--- config.mk ---
export PLATFORM = sky130hd
export DESIGN_NAME = lcg_keystream_xor_cipher_top_flat
export DESIGN_NICKNAME = d
export VERILOG_FILES = /design/src/rtl/lcgx_pkg.sv /design/src/rtl/lcgx_in_if.sv /design/src/rtl/lcgx_out_if.sv /design/src/rtl/lcgx_adv.sv /design/src/rtl/lcg_keystream_xor_cipher_top.sv /design/src/flat_wrapper.sv
export SDC_FILE = /design/constraint.sdc
export NUM_CORES = 1
export LEC_CHECK = 0
export ABC_AREA = 1
export BUFFER_PORTS_ARGS = -buffer_cell sky130_fd_sc_hd__buf_2
export CAP_MARGIN = 20
export CORE_UTILIZATION = 45
export DETAILED_ROUTE_END_ITERATION = 8
export SYNTH_ARGS = -nofsm -noshare
export SYNTH_HDL_FRONTEND = slang
export SYNTH_SLANG_ARGS = --single-unit
--- constraint.sdc ---
create_clock -name clk_i -period 6.9 [get_ports clk_i]
set_input_delay 1.035 -clock clk_i [delete_from_list [all_inputs] [get_ports clk_i]]
set_output_delay 1.035 -clock clk_i [all_outputs]
set_load 0.01 [all_outputs]
--- src/rtl/lcgx_pkg.sv ---
// ----------------------------------------------------------------------------
// lcgx_pkg
// Shared widths, reset values, register indexes and types of the LCG
// keystream XOR cipher.
// ----------------------------------------------------------------------------
package lcgx_pkg;

  localparam int unsigned WordW  = 32;
  localparam int unsigned ByteW  = 8;
  localparam int unsigned PosW   = 2;
  localparam int unsigned CntW   = 5;
  localparam int unsigned CfgIdxW = 2;

  localparam logic [PosW-1:0] PosLast = 2'd3;

  // multiplier digits are 2 bits wide; divider retires 1 bit per cycle
  localparam logic [CntW-1:0] MulLastCnt = CntW'(WordW / 2 - 1);
  localparam logic [CntW-1:0] DivLastCnt = CntW'(WordW - 1);

  localparam logic [WordW-1:0] RstMult = 32'd213013;
  localparam logic [WordW-1:0] RstIncr = 32'd2531011;
  localparam logic [WordW-1:0] RstMod  = 32'h8000_0000;
  localparam logic [WordW-1:0] RstSeed = 32'd0;

  typedef enum logic [CfgIdxW-1:0] {
    CFG_MULT = 2'd0,
    CFG_INCR = 2'd1,
    CFG_MOD  = 2'd2,
    CFG_SEED = 2'd3
  } cfg_idx_e;

  typedef enum logic [2:0] {
    ADV_IDLE = 3'b001,
    ADV_MUL  = 3'b010,
    ADV_DIV  = 3'b100
  } adv_state_e;

  typedef struct packed {
    logic start;
  } adv_ctrl_t;

  typedef struct packed {
    logic busy;
    logic done;
  } adv_stat_t;

endpackage

--- src/rtl/lcgx_in_if.sv ---
// ----------------------------------------------------------------------------
// lcgx_in_if
// Input byte channel: valid/ready with data byte and chunk end flag.
// ----------------------------------------------------------------------------
interface lcgx_in_if;
  logic                       valid;
  logic                       ready;
  logic [lcgx_pkg::ByteW-1:0] data_byte;
  logic                       chunk_end;

  modport source (output valid, output data_byte, output chunk_end, input ready);
  modport sink   (input valid, input data_byte, input chunk_end, output ready);
endinterface

--- src/rtl/lcgx_out_if.sv ---
// ----------------------------------------------------------------------------
// lcgx_out_if
// Output byte channel: valid/ready with result byte and chunk end flag.
// ----------------------------------------------------------------------------
interface lcgx_out_if;
  logic                       valid;
  logic                       ready;
  logic [lcgx_pkg::ByteW-1:0] out_byte;
  logic                       chunk_end_out;

  modport source (output valid, output out_byte, output chunk_end_out, input ready);
  modport sink   (input valid, input out_byte, input chunk_end_out, output ready);
endinterface

--- src/rtl/lcgx_adv.sv ---
// ----------------------------------------------------------------------------
// lcgx_adv
// Serial state advance: (mult * state + incr) mod 2^32, then mod m.
// Radix-4 shift-add multiply, then restoring remainder.
// ----------------------------------------------------------------------------
module lcgx_adv (
  input  logic                             clk_i,
  input  logic                             rst_ni,
  input  lcgx_pkg::adv_ctrl_t              ctrl_i,
  input  logic [lcgx_pkg::WordW-1:0]       state_i,
  input  logic [lcgx_pkg::WordW-1:0]       mult_i,
  input  logic [lcgx_pkg::WordW-1:0]       incr_i,
  input  logic [lcgx_pkg::WordW-1:0]       mod_i,
  output lcgx_pkg::adv_stat_t              stat_o,
  output logic [lcgx_pkg::WordW-1:0]       next_o
);

  lcgx_pkg::adv_state_e st_q, st_d;
  logic [lcgx_pkg::CntW-1:0]  cnt_q, cnt_d;
  logic                       done_q, done_d;
  logic [lcgx_pkg::WordW-1:0] acc_q, acc_d;
  logic [lcgx_pkg::WordW-1:0] mc_q, mc_d;
  logic [lcgx_pkg::WordW-1:0] mc3_q, mc3_d;
  logic [lcgx_pkg::WordW-1:0] sh_q, sh_d;
  logic [lcgx_pkg::WordW-1:0] rem_q, rem_d;
  logic [lcgx_pkg::WordW-1:0] m_q, m_d;

  logic [lcgx_pkg::WordW-1:0] addend;
  logic [lcgx_pkg::WordW:0]   trial;
  logic [lcgx_pkg::WordW:0]   diff;

  always_comb begin
    case (sh_q[1:0])
      2'd0:    addend = '0;
      2'd1:    addend = mc_q;
      2'd2:    addend = {mc_q[lcgx_pkg::WordW-2:0], 1'b0};
      default: addend = mc3_q;
    endcase
    trial = {rem_q, acc_q[lcgx_pkg::WordW-1]};
    diff  = trial - {1'b0, m_q};
  end

  always_comb begin
    st_d   = st_q;
    cnt_d  = cnt_q;
    done_d = done_q;
    acc_d  = acc_q;
    mc_d   = mc_q;
    mc3_d  = mc3_q;
    sh_d   = sh_q;
    rem_d  = rem_q;
    m_d    = m_q;
    if (ctrl_i.start) begin
      st_d   = lcgx_pkg::ADV_MUL;
      cnt_d  = '0;
      done_d = 1'b0;
      acc_d  = incr_i;
      mc_d   = mult_i;
      mc3_d  = mult_i + {mult_i[lcgx_pkg::WordW-2:0], 1'b0};
      sh_d   = state_i;
      rem_d  = '0;
      m_d    = (mod_i == '0) ? lcgx_pkg::WordW'(1) : mod_i;
    end else begin
      case (st_q)
        lcgx_pkg::ADV_MUL: begin
          acc_d = acc_q + addend;
          mc_d  = {mc_q[lcgx_pkg::WordW-3:0], 2'b00};
          mc3_d = {mc3_q[lcgx_pkg::WordW-3:0], 2'b00};
          sh_d  = {2'b00, sh_q[lcgx_pkg::WordW-1:2]};
          cnt_d = cnt_q + 1'b1;
          if (cnt_q == lcgx_pkg::MulLastCnt) begin
            st_d  = lcgx_pkg::ADV_DIV;
            cnt_d = '0;
          end
        end
        lcgx_pkg::ADV_DIV: begin
          rem_d = diff[lcgx_pkg::WordW] ? trial[lcgx_pkg::WordW-1:0]
                                        : diff[lcgx_pkg::WordW-1:0];
          acc_d = {acc_q[lcgx_pkg::WordW-2:0], 1'b0};
          cnt_d = cnt_q + 1'b1;
          if (cnt_q == lcgx_pkg::DivLastCnt) begin
            st_d   = lcgx_pkg::ADV_IDLE;
            cnt_d  = '0;
            done_d = 1'b1;
          end
        end
        default: ;
      endcase
    end
  end

  always_ff @(posedge clk_i or negedge rst_ni) begin
    if (!rst_ni) begin
      st_q   <= lcgx_pkg::ADV_IDLE;
      cnt_q  <= '0;
      done_q <= 1'b0;
    end else begin
      st_q   <= st_d;
      cnt_q  <= cnt_d;
      done_q <= done_d;
    end
  end

  always_ff @(posedge clk_i) begin
    acc_q <= acc_d;
    mc_q  <= mc_d;
    mc3_q <= mc3_d;
    sh_q  <= sh_d;
    rem_q <= rem_d;
    m_q   <= m_d;
  end

  assign stat_o.busy = (st_q != lcgx_pkg::ADV_IDLE);
  assign stat_o.done = done_q;
  assign next_o      = rem_q;

endmodule

--- src/rtl/lcg_keystream_xor_cipher_top.sv ---
// ----------------------------------------------------------------------------
// lcg_keystream_xor_cipher_top
// Byte stream cipher keyed by a 32-bit linear congruential generator.
//
// in_s carries one byte per beat; out_m returns it XORed with the current
// generator state byte (low byte first) plus the chunk end flag unchanged.
// Configuration: cfg_we_i writes cfg_wdata_i to register cfg_idx_i
// (0 multiplier, 1 increment, 2 modulus, 3 seed). A seed write reloads the
// state and restarts at the low byte. Write only while the block is idle.
// A result is registered and appears in the cycle after its input beat.
// The first three bytes of a word are taken without waiting for the next
// state, which is computed in the background by a serial unit (radix-4
// multiply, then bit-serial remainder), started whenever the state or a
// register changes; the fourth byte waits for it.
// Reset: registers take their defaults, the state is 0 and the advance
// unit starts at once. A stalled receiver holds the output register, and
// no new beat is taken until it drains.
// ----------------------------------------------------------------------------
module lcg_keystream_xor_cipher_top (
  input  logic                               clk_i,
  input  logic                               rst_ni,
  lcgx_in_if.sink                            in_s,
  lcgx_out_if.source                         out_m,
  input  logic                               cfg_we_i,
  input  logic [lcgx_pkg::CfgIdxW-1:0]       cfg_idx_i,
  input  logic [lcgx_pkg::WordW-1:0]         cfg_wdata_i
);

  logic [lcgx_pkg::WordW-1:0] mult_q, mult_d;
  logic [lcgx_pkg::WordW-1:0] incr_q, incr_d;
  logic [lcgx_pkg::WordW-1:0] mod_q, mod_d;
  logic [lcgx_pkg::WordW-1:0] state_q, state_d;
  logic [lcgx_pkg::PosW-1:0]  pos_q, pos_d;
  logic                       kick_q, kick_d;
  logic                       oval_q, oval_d;
  logic [lcgx_pkg::ByteW-1:0] obyte_q, obyte_d;
  logic                       oend_q, oend_d;

  lcgx_pkg::adv_ctrl_t        adv_ctrl;
  lcgx_pkg::adv_stat_t        adv_stat;
  logic [lcgx_pkg::WordW-1:0] adv_next;

  logic                       in_acc;
  logic                       adv_ok;
  logic                       commit;
  logic [lcgx_pkg::ByteW-1:0] key;

  lcgx_adv u_adv (
    .clk_i   (clk_i),
    .rst_ni  (rst_ni),
    .ctrl_i  (adv_ctrl),
    .state_i (state_q),
    .mult_i  (mult_q),
    .incr_i  (incr_q),
    .mod_i   (mod_q),
    .stat_o  (adv_stat),
    .next_o  (adv_next)
  );

  assign adv_ctrl.start = kick_q;
  assign adv_ok   = adv_stat.done & ~kick_q;
  assign in_s.ready = (~oval_q | out_m.ready) & ((pos_q != lcgx_pkg::PosLast) | adv_ok);
  assign in_acc   = in_s.valid & in_s.ready;
  assign commit   = in_acc & (pos_q == lcgx_pkg::PosLast);

  always_comb begin
    case (pos_q)
      2'd0:    key = state_q[7:0];
      2'd1:    key = state_q[15:8];
      2'd2:    key = state_q[23:16];
      default: key = state_q[31:24];
    endcase
  end

  always_comb begin
    mult_d  = mult_q;
    incr_d  = incr_q;
    mod_d   = mod_q;
    state_d = state_q;
    pos_d   = pos_q;
    kick_d  = cfg_we_i | commit;
    oval_d  = oval_q & ~out_m.ready;
    obyte_d = obyte_q;
    oend_d  = oend_q;
    if (in_acc) begin
      oval_d  = 1'b1;
      obyte_d = in_s.data_byte ^ key;
      oend_d  = in_s.chunk_end;
      pos_d   = pos_q + 1'b1;
      if (commit) begin
        state_d = adv_next;
      end
    end
    if (cfg_we_i) begin
      case (lcgx_pkg::cfg_idx_e'(cfg_idx_i))
        lcgx_pkg::CFG_MULT: mult_d = cfg_wdata_i;
        lcgx_pkg::CFG_INCR: incr_d = cfg_wdata_i;
        lcgx_pkg::CFG_MOD:  mod_d  = cfg_wdata_i;
        lcgx_pkg::CFG_SEED: begin
          state_d = cfg_wdata_i;
          pos_d   = '0;
        end
        default: ;
      endcase
    end
  end

  always_ff @(posedge clk_i or negedge rst_ni) begin
    if (!rst_ni) begin
      mult_q  <= lcgx_pkg::RstMult;
      incr_q  <= lcgx_pkg::RstIncr;
      mod_q   <= lcgx_pkg::RstMod;
      state_q <= lcgx_pkg::RstSeed;
      pos_q   <= '0;
      kick_q  <= 1'b1;
      oval_q  <= 1'b0;
    end else begin
      mult_q  <= mult_d;
      incr_q  <= incr_d;
      mod_q   <= mod_d;
      state_q <= state_d;
      pos_q   <= pos_d;
      kick_q  <= kick_d;
      oval_q  <= oval_d;
    end
  end

  always_ff @(posedge clk_i) begin
    obyte_q <= obyte_d;
    oend_q  <= oend_d;
  end

  assign out_m.valid         = oval_q;
  assign out_m.out_byte      = obyte_q;
  assign out_m.chunk_end_out = oend_q;

  // state advance only from a finished, current computation
  a_commit_done: assert property (@(posedge clk_i) disable iff (!rst_ni)
    commit |-> (adv_stat.done && !adv_stat.busy && !kick_q))
    else $error("state advanced before the next state was ready");

  a_acc_to_out: assert property (@(posedge clk_i) disable iff (!rst_ni)
    in_acc |=> oval_q)
    else $error("accepted beat produced no result");

  a_kick_starts: assert property (@(posedge clk_i) disable iff (!rst_ni)
    kick_q |=> !adv_stat.done)
    else $error("advance unit did not restart");

  a_seed_pos: assert property (@(posedge clk_i) disable iff (!rst_ni)
    (cfg_we_i && cfg_idx_i == lcgx_pkg::CFG_SEED) |=> (pos_q == '0))
    else $error("seed write did not clear byte position");

endmodule
--- src/flat_wrapper.sv ---
// flat-port wrapper written by rule: the top's interface ports become plain ports
module lcg_keystream_xor_cipher_top_flat 
  (clk_i, rst_ni, cfg_we_i, cfg_idx_i, cfg_wdata_i, in_s_valid, in_s_data_byte, in_s_chunk_end, in_s_ready, out_m_valid, out_m_out_byte, out_m_chunk_end_out, out_m_ready);
  lcgx_in_if in_s_i ();
  lcgx_out_if out_m_i ();
  input  logic clk_i;
  input  logic rst_ni;
  input  logic cfg_we_i;
  input  logic [lcgx_pkg::CfgIdxW-1:0] cfg_idx_i;
  input  logic [lcgx_pkg::WordW-1:0] cfg_wdata_i;
  input wire logic [$bits(in_s_i.valid)-1:0] in_s_valid;
  input wire logic [$bits(in_s_i.data_byte)-1:0] in_s_data_byte;
  input wire logic [$bits(in_s_i.chunk_end)-1:0] in_s_chunk_end;
  output wire logic [$bits(in_s_i.ready)-1:0] in_s_ready;
  output wire logic [$bits(out_m_i.valid)-1:0] out_m_valid;
  output wire logic [$bits(out_m_i.out_byte)-1:0] out_m_out_byte;
  output wire logic [$bits(out_m_i.chunk_end_out)-1:0] out_m_chunk_end_out;
  input wire logic [$bits(out_m_i.ready)-1:0] out_m_ready;
  assign in_s_i.valid = in_s_valid;
  assign in_s_i.data_byte = in_s_data_byte;
  assign in_s_i.chunk_end = in_s_chunk_end;
  assign in_s_ready = in_s_i.ready;
  assign out_m_valid = out_m_i.valid;
  assign out_m_out_byte = out_m_i.out_byte;
  assign out_m_chunk_end_out = out_m_i.chunk_end_out;
  assign out_m_i.ready = out_m_ready;
  lcg_keystream_xor_cipher_top u_core (.clk_i(clk_i), .rst_ni(rst_ni), .in_s(in_s_i), .out_m(out_m_i), .cfg_we_i(cfg_we_i), .cfg_idx_i(cfg_idx_i), .cfg_wdata_i(cfg_wdata_i));
endmodule
# Yosys cells after proc, flatten, opt, wreduce, memory -nomap -nowiden
# Cells that the tools add are included.
[totals]
ff_bits = 342
output_inout_bits = 11
wordCells = 93
[op_classes]
add_sub_neg = 5
eq_ne = 15
n_mux = 30
bitwise_logic = 12
n_reduce_logical = 13
[ops]
columns = ["operator", "count"]
rows = [
  ["two-way mux 32 bit", 12],
  ["one-hot mux 32 bit (3 select lines)", 1],
  ["adder 32 bit", 2],
  ["one-hot mux 32 bit (2 select lines)", 1],
  ["subtractor 33 x 32 -> 33 bit", 1],
  ["logical NOT 32 bit", 1],
  ["one-hot mux 8 bit (3 select lines)", 1],
  ["two-way mux 5 bit", 3],
  ["== test 2 bit (second input constant)", 5],
  ["one-hot mux 5 bit (2 select lines)", 1],
  ["two-way mux 3 bit", 3],
  ["AND reduction 2 bit", 4],
  ["XOR 8 bit", 1],
  ["== test 2 x 1 -> 1 bit (second input constant)", 3],
  ["logical NOT 2 bit", 3],
  ["two-way mux 2 bit", 3],
  ["!= test 3 x 2 -> 1 bit (second input constant)", 2],
  ["one-hot mux 3 bit (2 select lines)", 1],
  ["nonzero test 2 bit", 3],
  ["adder 5 x 1 -> 5 bit (second input constant)", 1],
  ["bitwise AND 1 bit", 5],
  ["== test 5 x 4 -> 1 bit (second input constant)", 1],
  ["== test 5 bit (second input constant)", 1],
  ["two-way mux 1 bit", 4],
  ["8 further kinds", 12],
]

# Logic depth before layout (Yosys ltp)
# Gate-level depths: netlist of the first run.
[logic_depth]
ltp_word = 10
depth_mapped = 19
depth_no_buf = 18

# Hierarchy
# Synthesis of the first run repeated with hierarchy kept, for this count alone.
[unflattened]
cells_unflattened = 2928
hier_area_um2 = 21587.0
[modules_own_cells]
columns = ["mod", "instances", "cells_each", "area_each_um2", "seq_area_each_um2"]
rows = [
  ["lcgx_adv", 1, 2206, 15433.6, 5641.7],
  ["lcg_keystream_xor_cipher_top", 1, 722, 6153.4, 3598.5],
]

# Worst setup path after synthesis of the first run
# No wires, ideal clock.
[synth_path]
path_type = "register to register"
from = "register u_core.kick_q, in the netlist u_core.adv_ctrl"
to = "register u_core.u_adv.mc3_q[0] (netlist bit), enable pin"
t_arrival_ns = 3.442
required_ns = 6.443
path_slack_ns = 3.002
path_stages_with_launch = 5
cell_sequence = "dfstp_2 buf_4 clkinv_2 clkbuf_1 nand2_1"
[synth_via]
elab_chain_cells = 1
[synth_lines]
columns = ["element", "line", "text"]
rows = [
  ["start: declaration", "lcg_keystream_xor_cipher_top.sv:34", "logic kick_q, kick_d;"],
  ["start signal: assignment", "lcg_keystream_xor_cipher_top.sv:123", "kick_q <= kick_d;"],
  ["nonzero test 2 bit (no line)", "--", ""],
  ["end signal: assignment", "lcgx_adv.sv:107", "mc3_q <= mc3_d;"],
  ["end: declaration", "lcgx_adv.sv:23", "logic [lcgx_pkg::WordW-1:0] mc3_q, mc3_d;"],
]
# No other way between the ends.
# A chain may end at the register's enable or synchronous reset.

# Worst setup path in the final report of the first run
[layout_path]
from = "register u_core.u_adv.sh_q[0] (netlist bit)"
to = "register u_core.u_adv.acc_q[20] (netlist bit) (data pin)"
[layout_via]
elab_chain_cells = 5
word_cells_on_any_way = 7
cone_classes = "add/sub: 1; eq/ne: 2; mux: 3; reduce/logical: 1"
[layout_lines]
columns = ["element", "line", "text"]
rows = [
  ["start: declaration", "lcgx_adv.sv:24", "logic [lcgx_pkg::WordW-1:0] sh_q, sh_d;"],
  ["start signal: assignment", "lcgx_adv.sv:108", "sh_q <= sh_d;"],
  ["== test 2 bit (tied with other cells)", "lcgx_adv.sv:33", "case (sh_q[1:0])"],
  ["one-hot mux 32 bit (3 select lines) *", "lcgx_adv.sv:33", ""],
  ["adder 32 bit *", "lcgx_adv.sv:66", "acc_d = acc_q + addend;"],
  ["one-hot mux 32 bit (2 select lines) *", "lcgx_adv.sv:64", "case (st_q)"],
  ["two-way mux 32 bit *", "lcgx_adv.sv:53", "if (ctrl_i.start) begin"],
  ["named net u_core.u_adv.acc_d (one bit)", "lcgx_adv.sv:21", "logic [lcgx_pkg::WordW-1:0] acc_q, acc_d;"],
  ["end signal: assignment", "lcgx_adv.sv:105", "acc_q <= acc_d;"],
  ["end: declaration", "lcgx_adv.sv:21", ""],
]
# The timed path passes the listed nets; every way through them passes the cells marked *.

==> impl_metrics.tcl, run 1 <==
set metrics [dict create \
    grt_pass1_vias 17300 \
    slew_viol_final 0 \
    grt_usage 0.288 \
    gp_congestion 0.925 \
    crit_chain "inv_1, nor2_1, clkinv_1, o21ai_0, a21oi_1, fa_1, o21ai_0, a21oi_1, o21bai_1, nand2_1, nand3_1, nand2_1, nand2_1, nand2_1" \
    htree_num_levels 2 \
    root_buffer "clkbuf_16" \
    place_hpwl_um 51500 \
    layout_common_cells "nand2_1, inv_1, o21ai_0" \
    fin_tns_setup_ns 0 \
    multi_input_area_um2 10100 \
    drtIter0Drc 1858 \
    finalHoldViolations 0 \
    status "finished, final reports clean" \
    max-vdd-ir-drop_mv 0.261 \
    period_needed_ns 4.33 \
    cts_sinks 341 \
    slew_headroom 0.334 \
    drv_cap 0 \
    holdBufCountCts 0 \
    start_util 0.456 \
    cts_buffers 40 \
    wl_um 68600 \
    setup.worst_path.class "flip-flop to flip-flop" \
    synthFlopType "edfxtp_1" \
    die_h_um 219 \
    rsz0062_at_grt "false" \
    layout.nets 2922 \
    post_cts_buffers 0 \
    setup_viol 0 \
    reg2reg_from "u_core.u_adv.sh_q[0]$_DFFE_PP_" \
    synth_nets 2925 \
    fin_cells 3408 \
    first_pass_iters 5 \
    cts_tree "yes" \
    std_cell_rows 79 \
    detail_route.wl_per_cell_um 20.1 \
    mostFrequentLayoutCell "nand2_1" \
    hold_path_class "primary input to async pin" \
    r2r.worst_path.cells 14 \
    synthArstFlopShare 0.413 \
    clk_latency_ns 0.59 \
    synth_area_um2 21200 \
    arrival_ns 4.65 \
    power_density_nw_per_um2 410 \
    antenna_left 0 \
    critPathMaxStageDelay_ns 0.65 \
    rr_endpoint "u_core.u_adv.acc_q[20]$_DFFE_PP_" \
    crit_family "compound AO/OA/AOI/OAI gates" \
    yosysSeqAreaShare 0.436 \
    fmax_ghz 0.231 \
    cts_buffer_depth 3 \
    layout-drive-gt1-share 0.0818 \
    ys_ff_latch 341 \
    required_ns 7.22 \
    path_max_fanout 13 \
    cpMaxStageDelayCell "nor2_1" \
    yosysWarnings 0 \
    synth.avg_cell_area_um2 7.64 \
    dp.cells 3329 \
    tightest_slew_ns 0.999 \
    io_buffers 58 \
    startpoint_type "flip-flop" \
    core_area_um2 46500 \
    netlist_instances 2771 \
    cts-resized-gates 0 \
    final.setup_skew_ns 0.0262 \
    grt_max_degree 82 \
    grt-ovfl-total 0 \
    crit_path_end_kind "flip-flop" \
    path_buf_inv 2 \
    grt_pass1_wl_um 103000 \
    synth-edff-count 168 \
    drc 0 \
    fp.dieW_um 219 \
    syn_to_final_growth_pct 9.88 \
    cp_common_cell "nand2_1" \
    final-seq-area_um2 9240 \
    vias 18800 \
    p_leak_nw 10.9 \
    clkTransAtPathRegs_ns 0.06 \
    antenna_found_initial 3 \
    r2r_slack_ns 2.57 \
    synth_cell_types 54 \
    io_pins 59 \
    vias_per_cell 5.52 \
    fillers 4565 \
    dieArea_um2 47900 \
    fin_crit_sh 0.627 \
]
==> cell families after synthesis <==
family,synth area share
flops,0.436
xor+xnor,0.0190
fa+ha+maj,0.0637
compound gates,0.138
buf+inv,0.0880
simple gates,0.255
==> cell usage after synthesis (all sizes together), types with 17 or more instances <==
master,count,area [µm²]
clkbuf,92,345
ha,103,1290
nor2,171,659
o21ai,232,1160
dfrtp,120,3000
nor3,22,121
nand2,906,3520
xnor2,36,315
a21oi,160,805
nand3b,17,128
nand3,137,733
a211oi,33,248
inv,356,1340
dfstp,21,552
o221ai,20,175
dfxtp,32,641
edfxtp,168,5040
buf,24,169
==> per-stage QoR <==
stage / util / worst slack, ns / hold WS, ns / cell area [µm²] / total power [mW]
6_report: 0.501 / 2.57 / 0.448 / 23300 / 9.53
5_1_grt: 0.501 / 2.23 / 0.484 / 23300 / 10.1
4_1_cts: 0.499 / 2.60 / 0.453 / 23200 / 9.47
3_5_place_dp: 0.470 / 2.62 / 0.462 / 21800 / 7.28
3_3_place_gp: 0.470 / 2.73 / 0.459 / 21800 / 7.24
2_1_floorplan: - / 3.00 / 0.448 / 21200 / 6.05
==> sequential cells by signal, indices dropped and copies added (netlist names), 2 cells and up <==
signal / count
u_core.mult_q: 32
u_core.u_adv.mc3_q: 32
u_core.u_adv.st_q: 3
u_core.state_q: 32
u_core.u_adv.m_q: 32
u_core.out_m.out_byte: 8
u_core.mod_q: 32
u_core.u_adv.next_o: 32
u_core.incr_q: 32
u_core.u_adv.mc_q: 31
u_core.u_adv.cnt_q: 5
u_core.pos_q: 2
u_core.u_adv.acc_q: 32
u_core.u_adv.sh_q: 32
==> final cells by class <==
type	count	share of cell area
antenna	1	0.000108
tap	607	0.0326
clock buffer	58	0.0517
inverter	359	0.0580
sequential	341	0.397
timing repair buffer	71	0.0194
clock inverter	16	0.00651
multi-input combinational	1955	0.434
==> where the power goes <==
part,switching [mW],internal (mW)
combinational,2.58,1.29
sequential,0.496,3.00
clock,0.907,1.26
==> routing by layer <==
metal  wire length, µm  track usage  share of wire  up-vias
met5                 0            0              0        -
met2             28800        0.418           0.42      735
li1                  -            -              -     9053
met1             31600        0.433           0.46     8935
met3              6120       0.0432          0.089       99
met4              2110       0.0970          0.031        0
==> worst max path at each step <==
stage	start	end	slack, ns	cells after the start
global route	u_core.u_adv.sh_q[0]$_DFFE_PP_	u_core.u_adv.acc_q[28]$_DFFE_PP_	2.23	14
detailed placement	u_core.u_adv.sh_q[0]$_DFFE_PP_	u_core.u_adv.acc_q[20]$_DFFE_PP_	2.62	14
finish	u_core.u_adv.sh_q[0]$_DFFE_PP_	u_core.u_adv.acc_q[20]$_DFFE_PP_	2.57	14
global placement	u_core.u_adv.sh_q[0]$_DFFE_PP_	u_core.u_adv.acc_q[20]$_DFFE_PP_	2.73	14
CTS	u_core.u_adv.sh_q[0]$_DFFE_PP_	u_core.u_adv.acc_q[20]$_DFFE_PP_	2.60	14
floorplan	u_core.adv_ctrl$_DFF_PN1_	u_core.u_adv.mc3_q[0]$_SDFFCE_PN0P_	3.00	4
No activity file was read; power rests on OpenSTA's default activity.
==> run 2, diff against run 1 <==
clock period = 3.7 ns   (was 6.9 ns; I/O delays follow)
==> run 2 against run 1 <==
- via count is 0.94% lower
- largest cell class unchanged
- sequential power rose by 85%
- highest routed layer is now met5
- setup slack worse by 2.3 ns
- total power increased by 90%
- clock power is 94% higher
- final cell count increased by 0.59%
==> impl_metrics.tcl, run 2 (synthesis gave the netlist of run 1 again) <==
set metrics [dict create \
    status "finished, final reports clean" \
    drv_cap 0 \
    layout_common_cells "nand2_1, inv_1, o21ai_0" \
    critPathMaxStageDelay_ns 0.55 \
    fin_util 0.504 \
    vias_per_cell 5.44 \
    crit_chain "nand2_1, inv_1, buf_4, a21oi_1, fa_1, o21ai_0, a21oi_1, o21bai_1, nand2_1, nand3_1, nand2_1, nand2_1, nand2_1" \
    die_h_um 219 \
    p_leak_nw 11.0 \
    drtIter0Drc 1887 \
    path_max_fanout 10 \
    grt-ovfl-total 0 \
    syn_to_final_growth_pct 10.6 \
    clkTransAtPathRegs_ns 0.07 \
    io_buffers 58 \
    crit_family "compound AO/OA/AOI/OAI gates" \
    final.setup_skew_ns 0.0285 \
    tightest_slew_ns 0.942 \
    rsz0062_at_grt "false" \
    htree_num_levels 2 \
    dp.cells 3345 \
    drc 0 \
    mostFrequentLayoutCell "nand2_1" \
    fillers 4624 \
    cpMaxStageDelayCell "edfxtp_1" \
    crit_path_end_kind "flip-flop" \
    fin_tns_setup_ns 0 \
    fin_cells 3428 \
    path_buf_inv 2 \
    setup.worst_path.class "flip-flop to flip-flop" \
    multi_input_area_um2 10100 \
    root_buffer "clkbuf_16" \
    grt_pass1_vias 17300 \
    antenna_left 0 \
    power_density_nw_per_um2 772 \
    clk_latency_ns 0.59 \
    fin_crit_sh 0.933 \
    cts_buffer_depth 3 \
    detail_route.wl_per_cell_um 20.6 \
    period_needed_ns 3.45 \
    pre_cts_ws_ns 0.365 \
    first_pass_iters 5 \
    max-vdd-ir-drop_mv 0.588 \
    start_util 0.456 \
    layout.nets 2936 \
    startpoint_type "flip-flop" \
    slew_viol_final 0 \
    io_pins 59 \
    gp_congestion 0.952 \
    layout-drive-gt1-share 0.0874 \
    slew_headroom 0.372 \
    cts_buffers 40 \
    cts_sinks 341 \
    p_total_mw 18.1 \
    fmax_ghz 0.290 \
    std_cell_rows 79 \
    hold_path_class "primary input to flip-flop" \
    cts-resized-gates 0 \
    dieArea_um2 47900 \
    cts_tree "yes" \
    wl_um 70600 \
    setup_viol 0 \
    final-seq-area_um2 9240 \
    finalHoldViolations 0 \
    arrival_ns 3.77 \
    antenna_found_initial 4 \
    required_ns 4.02 \
    fp.dieW_um 219 \
    place_hpwl_um 53900 \
    grt_max_degree 192 \
    cp_common_cell "nand2_1" \
    grt_usage 0.298 \
    vias 18600 \
    grt_pass1_wl_um 106000 \
    finalWorstSetupSlack_ns 0.247 \
    core_area_um2 46500 \
]
## run 2: path summary, 6_finish.rpt
kind / start / cells past startpoint / end / slack, ns
max: u_core.u_adv.sh_q[0]$_DFFE_PP_ / 13 / u_core.u_adv.acc_q[20]$_DFFE_PP_ / 0.25
max in group asynchronous: rst_ni / 3 / u_core.mult_q[14]$_DFFE_PN1P_ / 2.20
max reg2reg: u_core.u_adv.sh_q[0]$_DFFE_PP_ / 13 / u_core.u_adv.acc_q[20]$_DFFE_PP_ / 0.25
min: in_s_chunk_end / 1 / u_core.out_m.chunk_end_out$_DFFE_PP_ / 0.15
min reg2reg: u_core.u_adv.next_o[23]$_SDFFE_PP0P_ / 2 / u_core.u_adv.next_o[23]$_SDFFE_PP0P_ / 0.47
min in group asynchronous: rst_ni / 2 / u_core.incr_q[28]$_DFFE_PN0P_ / 0.51
## run 2: final cells by class
type                            instances  area share
Sequential cell                       341       0.395
Tap cell                              607      0.0324
Antenna cell                            7    0.000748
Timing Repair Buffer                   85      0.0241
Clock buffer                           45      0.0440
Clock inverter                         29      0.0152
Multi-Input combinational cell       1955       0.431
Inverter                              359      0.0576
## run 2: per-layer routing
metal  global-route usage  share of wire  vias to the layer above
met2                0.433           0.42                      640
met1                0.452           0.48                     8813
met3               0.0521          0.077                       76
met4               0.0752          0.023                        2
li1                     -              -                     9115
met5                    0        0.00018                        -
## run 2: power by group
| part | internal [mW] | switching, mW | total (mW) |
|---|---|---|---|
| registers | 5.59 | 0.881 | 6.47 |
| clock network | 2.41 | 1.79 | 4.20 |
| logic | 2.50 | 4.92 | 7.42 |
## run 2: stage by stage
step / hold WS, ns / instance area, µm²
floorplan: 0.259 / 21200
global placement: 0.454 / 22000
detailed placement: 0.458 / 22000
CTS: 0.128 / 23400
global route: 0.142 / 23400
finish: 0.147 / 23400
## run 2: what timing repair did
item,in CTS,in global routing
hold buffers,1,0
buffers inserted,0,0
hold endpoints to repair,34,0
